--- config.mk ---
export PLATFORM = sky130hd
export DESIGN_NAME = rule_probability_row_update_top
export DESIGN_NICKNAME = d
export VERILOG_FILES = /design/src/hdl/rpru_pkg.sv /design/src/hdl/rpru_div.sv /design/src/hdl/rpru_datapath.sv /design/src/hdl/rpru_ctrl.sv /design/src/hdl/rule_probability_row_update_top.sv
export SDC_FILE = /design/constraint.sdc
export NUM_CORES = 2
export LEC_CHECK = 0
export ABC_AREA = 1
export ABC_CLOCK_PERIOD_IN_PS = 6650
export BUFFER_PORTS_ARGS = -buffer_cell sky130_fd_sc_hd__buf_2
export CAP_MARGIN = 20
export CORE_MARGIN = 1.5
export CORE_UTILIZATION = 55
export CTS_CLUSTER_SIZE = 10
export DETAILED_ROUTE_END_ITERATION = 6
export GPL_ROUTABILITY_DRIVEN = 0
export HOLD_SLACK_MARGIN = 0.05
export MAX_ROUTING_LAYER = met4
export PLACE_DENSITY = 0.81
export SYNTH_ARGS = -nofsm -noshare
export SYNTH_HDL_FRONTEND = slang
export SYNTH_SLANG_ARGS = --single-unit
--- constraint.sdc ---
create_clock -name aclk -period 6.65 [get_ports aclk]
set_clock_uncertainty 0.15 [all_clocks]
set_input_delay 1.33 -clock aclk [delete_from_list [all_inputs] [get_ports aclk]]
set_output_delay 1.33 -clock aclk [all_outputs]
set_load 0.1 [all_outputs]
--- src/hdl/rpru_pkg.sv ---
`timescale 1ns / 1ps
// ----------------------------------------------------------------------------
// rpru_pkg
// Shared types and constants for the probability row update block.
// ----------------------------------------------------------------------------
package rpru_pkg;

    localparam int PROB_W  = 17;
    localparam int COUNT_W = 16;
    localparam int IDX_W   = 6;
    localparam int TOT_W   = 23;
    localparam int SUM_W   = 24;
    localparam logic [PROB_W-1:0] ONE_Q16 = 17'd65536;

    typedef enum logic [2:0] {
        ST_LOAD,
        ST_ADJ,
        ST_ADJ_WAIT,
        ST_NORM,
        ST_NORM_WAIT,
        ST_EMIT
    } rpru_state_t;

    typedef struct packed {
        logic clear_row;
        logic store_elem;
        logic clear_ptr;
        logic adj_start;
        logic adj_write;
        logic norm_start;
        logic out_load;
        logic ptr_inc;
    } rpru_cmd_t;

    typedef struct packed {
        logic div_done;
        logic ptr_last;
        logic skip;
        logic sum_zero;
    } rpru_status_t;

endpackage

--- src/hdl/rpru_div.sv ---
`timescale 1ns / 1ps
// ----------------------------------------------------------------------------
// rpru_div
// Restoring divider, one quotient bit per cycle.
// ----------------------------------------------------------------------------
module rpru_div #(
    parameter int NUM_W = 41,
    parameter int DEN_W = 24
) (
    input  logic             aclk,
    input  logic             aresetn,
    input  logic             start,
    input  logic [NUM_W-1:0] num,
    input  logic [DEN_W-1:0] den,
    output logic [NUM_W-1:0] quot,
    output logic             done
);
    localparam int CNT_W = $clog2(NUM_W + 1);

    logic [NUM_W-1:0] quot_reg, quot_next;
    logic [DEN_W:0]   rem_reg, rem_next;
    logic [DEN_W-1:0] den_reg, den_next;
    logic [CNT_W-1:0] cnt_reg, cnt_next;
    logic             busy_reg, busy_next;
    logic             done_reg, done_next;
    logic [DEN_W:0]   trial;

    always_comb begin
        quot_next = quot_reg;
        rem_next  = rem_reg;
        den_next  = den_reg;
        cnt_next  = cnt_reg;
        busy_next = busy_reg;
        done_next = 1'b0;
        trial     = {rem_reg[DEN_W-1:0], quot_reg[NUM_W-1]};
        if (start) begin
            quot_next = num;
            rem_next  = '0;
            den_next  = den;
            cnt_next  = CNT_W'(NUM_W);
            busy_next = 1'b1;
        end else if (busy_reg) begin
            if (trial >= {1'b0, den_reg}) begin
                rem_next  = trial - {1'b0, den_reg};
                quot_next = {quot_reg[NUM_W-2:0], 1'b1};
            end else begin
                rem_next  = trial;
                quot_next = {quot_reg[NUM_W-2:0], 1'b0};
            end
            cnt_next = cnt_reg - 1'b1;
            if (cnt_reg == CNT_W'(1)) begin
                busy_next = 1'b0;
                done_next = 1'b1;
            end
        end
    end

    always_ff @(posedge aclk) begin
        if (!aresetn) begin
            busy_reg <= 1'b0;
            done_reg <= 1'b0;
            cnt_reg  <= '0;
        end else begin
            busy_reg <= busy_next;
            done_reg <= done_next;
            cnt_reg  <= cnt_next;
        end
        quot_reg <= quot_next;
        rem_reg  <= rem_next;
        den_reg  <= den_next;
    end

    assign quot = quot_reg;
    assign done = done_reg;

endmodule

--- src/hdl/rpru_datapath.sv ---
`timescale 1ns / 1ps
// ----------------------------------------------------------------------------
// rpru_datapath
// Row storage, adjust and normalize arithmetic, output register.
// ----------------------------------------------------------------------------
module rpru_datapath #(
    parameter int MAX_RULES = 16
) (
    input  logic                           aclk,
    input  logic                           aresetn,
    input  logic                           cfg_wr_en,
    input  logic [rpru_pkg::PROB_W-1:0]    cfg_wr_data,
    input  logic [rpru_pkg::PROB_W-1:0]    prob_in,
    input  logic                           in_use,
    input  logic [rpru_pkg::COUNT_W-1:0]   use_count,
    input  rpru_pkg::rpru_cmd_t            cmd,
    output rpru_pkg::rpru_status_t         status,
    output logic [rpru_pkg::PROB_W-1:0]    prob_out,
    output logic [rpru_pkg::IDX_W-1:0]     rule_index,
    output logic                           row_done
);
    import rpru_pkg::*;

    localparam int PTR_W = $clog2(MAX_RULES);
    localparam int NUM_W = PROB_W + COUNT_W + 8;

    logic [PROB_W-1:0]  prob_mem [MAX_RULES];
    logic               mask_mem [MAX_RULES];
    logic [COUNT_W-1:0] count_mem [MAX_RULES];

    logic [PROB_W-1:0]  lr_reg;
    logic [PTR_W:0]     n_reg;
    logic [PTR_W-1:0]   ptr_reg;
    logic [TOT_W-1:0]   total_reg;
    logic [PTR_W:0]     masks_reg;
    logic [SUM_W-1:0]   sum_reg;
    logic [PROB_W-1:0]  cur_prob;
    logic               cur_mask;
    logic [COUNT_W-1:0] cur_count;
    logic [2*PROB_W-1:0] prod_reg;
    logic [PROB_W+COUNT_W-1:0] lr_count;
    logic [PROB_W-1:0]  newv;
    logic [PROB_W:0]    raised;
    logic [PROB_W:0]    dec;
    logic [NUM_W-1:0]   div_num;
    logic [SUM_W-1:0]   div_den;
    logic [NUM_W-1:0]   quot;
    logic               div_done;
    logic               div_start;
    logic [PROB_W-1:0]  out_prob_reg;
    logic [IDX_W-1:0]   out_idx_reg;
    logic               out_last_reg;
    logic               skip;

    assign skip = (masks_reg <= (PTR_W+1)'(1)) || (total_reg == '0);
    assign cur_prob  = prob_mem[ptr_reg];
    assign cur_mask  = mask_mem[ptr_reg];
    assign cur_count = count_mem[ptr_reg];

    // adjust: used entries divide by total, unused ones shift by 16
    always_ff @(posedge aclk) begin
        if (cmd.adj_start) begin
            prod_reg <= lr_reg * ((cur_count != '0) ? {1'b0, cur_count} : cur_prob);
        end
    end

    assign lr_count  = lr_reg * cur_count;
    assign div_start = cmd.adj_start || cmd.norm_start;
    always_comb begin
        div_num = NUM_W'(lr_count);
        div_den = SUM_W'(total_reg);
        if (cmd.norm_start) begin
            div_num = NUM_W'({cur_prob, 16'd0});
            div_den = sum_reg;
        end
    end

    rpru_div #(.NUM_W(NUM_W), .DEN_W(SUM_W)) u_div (
        .aclk(aclk), .aresetn(aresetn), .start(div_start),
        .num(div_num), .den(div_den), .quot(quot), .done(div_done)
    );

    always_comb begin
        newv   = cur_prob;
        raised = {1'b0, cur_prob} + quot[PROB_W:0];
        dec    = prod_reg[2*PROB_W-1:16];
        if (!skip && cur_mask) begin
            if (cur_count != '0) begin
                newv = ((quot[NUM_W-1:PROB_W+1] != '0) || (raised > {1'b0, ONE_Q16}))
                       ? ONE_Q16 : raised[PROB_W-1:0];
            end else begin
                newv = (dec > {1'b0, cur_prob}) ? '0 : cur_prob - dec[PROB_W-1:0];
            end
        end
    end

    always_ff @(posedge aclk) begin
        if (!aresetn) begin
            lr_reg    <= '0;
            n_reg     <= '0;
            ptr_reg   <= '0;
            total_reg <= '0;
            masks_reg <= '0;
            sum_reg   <= '0;
        end else begin
            if (cfg_wr_en) lr_reg <= cfg_wr_data;
            if (cmd.clear_row) begin
                n_reg     <= '0;
                total_reg <= '0;
                masks_reg <= '0;
            end else if (cmd.store_elem && n_reg < (PTR_W+1)'(MAX_RULES)) begin
                n_reg     <= n_reg + 1'b1;
                total_reg <= total_reg + TOT_W'(use_count);
                masks_reg <= masks_reg + (PTR_W+1)'(in_use);
            end
            if (cmd.clear_row) begin
                sum_reg <= '0;
            end else if (cmd.adj_write) begin
                sum_reg <= sum_reg + SUM_W'(newv);
            end
            if (cmd.clear_ptr) begin
                ptr_reg <= '0;
            end else if (cmd.ptr_inc) begin
                ptr_reg <= ptr_reg + 1'b1;
            end
        end
    end

    always_ff @(posedge aclk) begin
        if (cmd.store_elem && n_reg < (PTR_W+1)'(MAX_RULES)) begin
            prob_mem[n_reg[PTR_W-1:0]]  <= prob_in;
            mask_mem[n_reg[PTR_W-1:0]]  <= in_use;
            count_mem[n_reg[PTR_W-1:0]] <= use_count;
        end else if (cmd.adj_write) begin
            prob_mem[ptr_reg] <= newv;
        end
    end

    always_ff @(posedge aclk) begin
        if (cmd.out_load) begin
            out_prob_reg <= (cmd.norm_start || skip || sum_reg == '0)
                            ? cur_prob : quot[PROB_W-1:0];
            out_idx_reg  <= IDX_W'(ptr_reg);
            out_last_reg <= ((PTR_W+1)'(ptr_reg) + 1'b1) == n_reg;
        end
    end

    assign status.div_done = div_done;
    assign status.ptr_last = ((PTR_W+1)'(ptr_reg) + 1'b1) == n_reg;
    assign status.skip     = skip;
    assign status.sum_zero = (sum_reg == '0);
    assign prob_out   = out_prob_reg;
    assign rule_index = out_idx_reg;
    assign row_done   = out_last_reg;

endmodule

--- src/hdl/rpru_ctrl.sv ---
`timescale 1ns / 1ps
// ----------------------------------------------------------------------------
// rpru_ctrl
// Sequencer for row load, adjust pass, normalize pass and result hand-off.
// ----------------------------------------------------------------------------
module rpru_ctrl (
    input  logic                   aclk,
    input  logic                   aresetn,
    input  logic                   s_valid,
    output logic                   s_ready,
    input  logic                   s_row_end,
    output logic                   m_valid,
    input  logic                   m_ready,
    input  rpru_pkg::rpru_status_t status,
    output rpru_pkg::rpru_cmd_t    cmd
);
    import rpru_pkg::*;

    rpru_state_t state_reg, state_next;
    logic        skip_reg, skip_next;
    logic        mv_reg, mv_next;
    logic        acc;

    assign acc     = s_valid && s_ready;
    assign s_ready = (state_reg == ST_LOAD);

    always_comb begin
        state_next = state_reg;
        skip_next  = skip_reg;
        mv_next    = mv_reg;
        cmd        = '0;
        if (mv_reg && m_ready) mv_next = 1'b0;
        unique case (state_reg)
            ST_LOAD: begin
                cmd.store_elem = acc;
                if (acc && s_row_end) begin
                    cmd.clear_ptr = 1'b1;
                    state_next    = ST_ADJ;
                end
            end
            ST_ADJ: begin
                skip_next = status.skip;
                if (status.skip) begin
                    state_next = ST_NORM;
                    cmd.clear_ptr = 1'b0;
                end else begin
                    cmd.adj_start = 1'b1;
                    state_next    = ST_ADJ_WAIT;
                end
            end
            ST_ADJ_WAIT: begin
                if (status.div_done) begin
                    cmd.adj_write = 1'b1;
                    if (status.ptr_last) begin
                        // rewind pointer for the normalize pass, sum is kept
                        cmd.clear_ptr = 1'b1;
                        state_next    = ST_NORM;
                    end else begin
                        cmd.ptr_inc = 1'b1;
                        state_next  = ST_ADJ;
                    end
                end
            end
            ST_NORM: begin
                if (!mv_reg || m_ready) begin
                    if (skip_reg || status.sum_zero) begin
                        cmd.out_load = 1'b1;
                        cmd.norm_start = 1'b1;
                        mv_next = 1'b1;
                        state_next = ST_EMIT;
                    end else begin
                        cmd.norm_start = 1'b1;
                        state_next = ST_NORM_WAIT;
                    end
                end
            end
            ST_NORM_WAIT: begin
                if (status.div_done) begin
                    cmd.out_load = 1'b1;
                    mv_next      = 1'b1;
                    state_next   = ST_EMIT;
                end
            end
            ST_EMIT: begin
                if (status.ptr_last) begin
                    if (!mv_next) begin
                        cmd.clear_row = 1'b1;
                        cmd.clear_ptr = 1'b1;
                        skip_next  = 1'b0;
                        state_next = ST_LOAD;
                    end
                end else begin
                    cmd.ptr_inc = 1'b1;
                    state_next  = ST_NORM;
                end
            end
            default: state_next = ST_LOAD;
        endcase
    end

    always_ff @(posedge aclk) begin
        if (!aresetn) begin
            state_reg <= ST_LOAD;
            skip_reg  <= 1'b0;
            mv_reg    <= 1'b0;
        end else begin
            state_reg <= state_next;
            skip_reg  <= skip_next;
            mv_reg    <= mv_next;
        end
    end

    assign m_valid = mv_reg;

    a_no_accept_busy: assert property (@(posedge aclk) disable iff (!aresetn)
        (state_reg != ST_LOAD) |-> !s_ready)
        else $error("input accepted while row busy");
    a_load_when_out_free: assert property (@(posedge aclk) disable iff (!aresetn)
        cmd.out_load |-> (!mv_reg || m_ready))
        else $error("output overwritten");
    a_emit_valid: assert property (@(posedge aclk) disable iff (!aresetn)
        cmd.out_load |=> m_valid)
        else $error("result not presented");

endmodule

--- src/hdl/rule_probability_row_update_top.sv ---
`timescale 1ns / 1ps
// ----------------------------------------------------------------------------
// rule_probability_row_update_top
// Learning-rate update and normalization of one probability row.
// ----------------------------------------------------------------------------
// Usage: elements of a row enter on the s_ channel, one transaction each, the
// last one with s_row_end set. Elements beyond MAX_RULES are dropped. During
// loading an element is taken every cycle. After row end the input stalls
// while the row is processed: an adjust pass with one 41-step division per
// entry, then a normalize pass with one 41-step division and the result
// hand-off per entry, both on the one shared serial divider. Skipped rows
// emit each element without waiting on the divider. Results leave on the m_
// channel in element order with rule_index and row_done; a stalled receiver
// simply holds the sequencer. Reset empties the row and clears learning_rate.
// learning_rate is written through cfg_wr_en / cfg_wr_data; the user must keep
// such writes to idle, which the block itself does not enforce.
// ----------------------------------------------------------------------------
module rule_probability_row_update_top #(
    parameter int MAX_RULES = 16
) (
    input  logic                         aclk,
    input  logic                         aresetn,
    input  logic                         cfg_wr_en,
    input  logic [rpru_pkg::PROB_W-1:0]  cfg_wr_data,
    input  logic                         s_valid,
    output logic                         s_ready,
    input  logic [rpru_pkg::PROB_W-1:0]  s_prob_in,
    input  logic                         s_in_use,
    input  logic [rpru_pkg::COUNT_W-1:0] s_use_count,
    input  logic                         s_row_end,
    output logic                         m_valid,
    input  logic                         m_ready,
    output logic [rpru_pkg::PROB_W-1:0]  m_prob_out,
    output logic [rpru_pkg::IDX_W-1:0]   m_rule_index,
    output logic                         m_row_done
);
    import rpru_pkg::*;

    rpru_cmd_t    cmd;
    rpru_status_t status;

    rpru_ctrl u_ctrl (
        .aclk(aclk), .aresetn(aresetn), .s_valid(s_valid), .s_ready(s_ready),
        .s_row_end(s_row_end), .m_valid(m_valid), .m_ready(m_ready),
        .status(status), .cmd(cmd)
    );

    rpru_datapath #(.MAX_RULES(MAX_RULES)) u_dp (
        .aclk(aclk), .aresetn(aresetn), .cfg_wr_en(cfg_wr_en),
        .cfg_wr_data(cfg_wr_data), .prob_in(s_prob_in), .in_use(s_in_use),
        .use_count(s_use_count), .cmd(cmd), .status(status),
        .prob_out(m_prob_out), .rule_index(m_rule_index), .row_done(m_row_done)
    );

endmodule

==> summary.txt <==
Run status
  – Status: complete, but fails checks
  – Failing checks: design-rule violations, negative setup slack

Synth
  – Ranking of synthesized cells by area: edfxtp_1 (35%), fa_1 (16%), nand2_1 (8.9%), ha_1 (7.4%), inv_1 (6.4%)
  – Syn Area/Cell: approximately 9.1 um^2
  – Post-synth top cells: nand2_1 (1302), inv_1 (932), edfxtp_1 (649), nor2_1 (636), fa_1 (435)
  – Cell count after synthesis: 6068
  – Most frequent cell after synthesis: nand2_1
  – Syn Std Cell Area: 0.0549 mm^2
  – Ys flop type: edfxtp_1
  – Ys Warns: 0
  – #FFs+latches synth: approximately 770
  – Synth unique cells: just over 60
  – Asr flop ratio synth: 0
  – Synth area leader: edfxtp_1
  – Top cell type's share of synthesized area: 0.355
  – Sequential-to-total area share from yosys stat: 0.398
  – Number of synthesized flops with an enable pin: between 600 and 700

Placement
  – Final HPWL DP: between 100000 and 150000 um
  – IO Port Bufs: 80

Timing
  – Slew @ Worst Pin: 1.09 ns
  – Min Clock Period, post-route: approximately 8 ns
  – Final Hold Fails: 0
  – RSZ-0062 raised after global routing: yes
  – Max Freq: 0.129 GHz
  – Slew headroom: 0.265
  – Fin crit share: 1.17
  – Slew Viols, Final: 0
  – Setup TNS: -28.26 ns
  – Final setup viols: 43
  – Post-route setup slack: -1.12 ns

Finish
  – Fill count: roughly 6600
  – Synth-to-Final Area Change: 19.8%
  – Count of nets after finishing: 7419
  – Area of the multi-input gates: ~0.03 mm^2
  – Layout cells sized above 1: 0.182
  – Max FFs per register: roughly 270
  – Post-layout util: 0.667
  – Seq. cell area: approximately 0.022 mm^2

Detailed routing
  – Initial DRC Count: between 7000 and 8000
  – DRC Markers: 4
  – Routed vias: a little under 50000
  – Drt pass-1 iters: 7
  – Via/cell ratio: ~6.2
  – Routed Antenna Nets: 0
  – Final wirelength: about 190000 um
  – Per-cell routed wire length: about 23 um

Die
  – Die area: slightly above 0.1 mm^2
  – DIE WIDTH: 319 um
  – Initial Util: 0.557
  – Die height: approximately 320 um
  – Total core area: approximately 0.099 mm^2
  – IO Pins: 83
  – Row Count: around 120

Clocking
  – Maximum clock path buffer count: 3
  – H-tree Lvls: 3
  – Worst-path clk slew: 0.06 ns
  – Root buf cell: clkbuf_16
  – TritonCTS Buffers: 90
  – Later-pin clock latency in the skew report: 0.70 ns
  – CTS tree: yes
  – Clock Sinks: between 700 and 800

Global routing
  – Vias in the first global route: roughly 47000
  – Initial antenna violation count: 6
  – Largest net degree at the start of global routing: 53
  – Total gr overflow: 0
  – Global-route wire length before repair: ~260000 um
  – Total Routing Usage GR: 0.346

Critical path
  – CP max FO: 7
  – CP Launch Type: flop
  – Buf+Inv Stages, Crit Path: 11
  – CP most frequent cell: fa_1
  – Cell family with most CP delay: adder cells
  – CP max stage cell: fa_1
  – Crit Path Class: flop to flop
  – R2R Setup Slk: -1.12 ns
  – WP data required: between 6 and 7 ns
  – CP arrival: around 8 ns
  – Slowest stage delay, CP: a little over 0.6 ns
  – Worst setup EP type: flop

Pwr
  – Leakage power: between 20 and 30 nW
  – Total power: around 40 mW
  – Power Dens Cells: a little over 600 mW/mm^2
  – Maximum VDD drop: 1.28 mV

Flow run
  – Max Cap Violations: 0

Hold path
  – Hold WC Path Type: flop to flop
## tightest hold or removal path: cells and delay by family (launching register included)
family	cells	cell delay (ns)
AND/OR/NAND/NOR	1	0.06
flip-flops	1	0.31
AO/OA/AOI/OAI	1	0.05
## power breakdown
| group | leakage (nW) | internal (mW) | total (mW) | switching (mW) |
|---|---|---|---|---|
| sequential | 6.82 | 5.71 | 5.90 | 0.188 |
| combinational | 21.0 | 13.1 | 29.7 | 16.5 |
| clock | 1.30 | 2.67 | 4.70 | 2.03 |
## stage by stage
| stage | area (um^2) | setup slack [ns] | std cells | hold WS [ns] |
|---|---|---|---|---|
| final | 65800 | -1.12 | 7961 | 0.319 |
| after CTS | 64100 | -0.469 | 7898 | 0.312 |
| after global routing | 65800 | -1.13 | 7960 | 0.328 |
| after floorplan | 55100 | -0.0642 | 6069 | 0.289 |
| after detailed placement | 60300 | -0.677 | 7707 | 0.305 |
| after global placement | 60300 | -0.487 | 7705 | 0.302 |
## placed cells by master (no fill, tap or decap), types with 56 or more instances in the layout
cell / instances
buf_2: 80
o21ai_0: 297
nor2_2: 64
inv_1: 885
clkbuf_16: 102
nor2_1: 553
ha_1: 297
fa_1: 408
edfxtp_1: 649
buf_4: 491
nand3_1: 243
nand2_2: 61
o211ai_1: 56
dfxtp_1: 115
nand2_1: 1237
a21oi_1: 252
## layout make-up
cell class / instances / share of cell area
diodes: 8 / 0.000304
clock buffers: 145 / 0.0383
clock inverters: 13 / 0.00312
inverters: 958 / 0.0556
multi-input cells: 4092 / 0.454
flip-flops and latches: 768 / 0.332
well taps: 1287 / 0.0245
repair buffers: 689 / 0.0918
repair inverters: 1 / 0.000171
## routing by layer
metal / track usage / up-vias / share of wire
met4: 0.218 / 0 / 0.094
met1: 0.409 / 22900 / 0.33
li1: - / 20800 / -
met3: 0.0869 / 1302 / 0.14
met5: - / - / 0
met2: 0.531 / 4216 / 0.44
## final timing paths
path,depth (start not counted),start,end
hold / removal,2,u_dp.masks_reg[0],u_dp.masks_reg[0]
hold reg to reg,2,u_dp.masks_reg[0],u_dp.masks_reg[0]
setup reg to reg,33,flop,u_dp.u_div.quot[30]
setup / recovery,33,flop,u_dp.u_div.quot[30]
## cells by family (layout without fill, tap and decap cells)
family                   after synthesis  in the layout  share of synthesized area
flip-flops                           768            768                      0.398
adder cells (fa/ha/maj)              762            762                      0.233
buffers and inverters               1209           1806                     0.0879
AND/OR/NAND/NOR                     2350           2350                      0.173
AO/OA/AOI/OAI                        880            880                     0.0921
XOR/XNOR                              98             98                     0.0156
other                                  1             10                  0.0000683
## timing repair
action,in CTS,in global routing
resized for setup,200,303
hold endpoints to repair,0,0
setup endpoints to repair,44,54
hold buffers,0,0
buffers inserted,29,47
gates cloned,4,12
pin swaps,64,126
(Power assumes the default switching activity.)
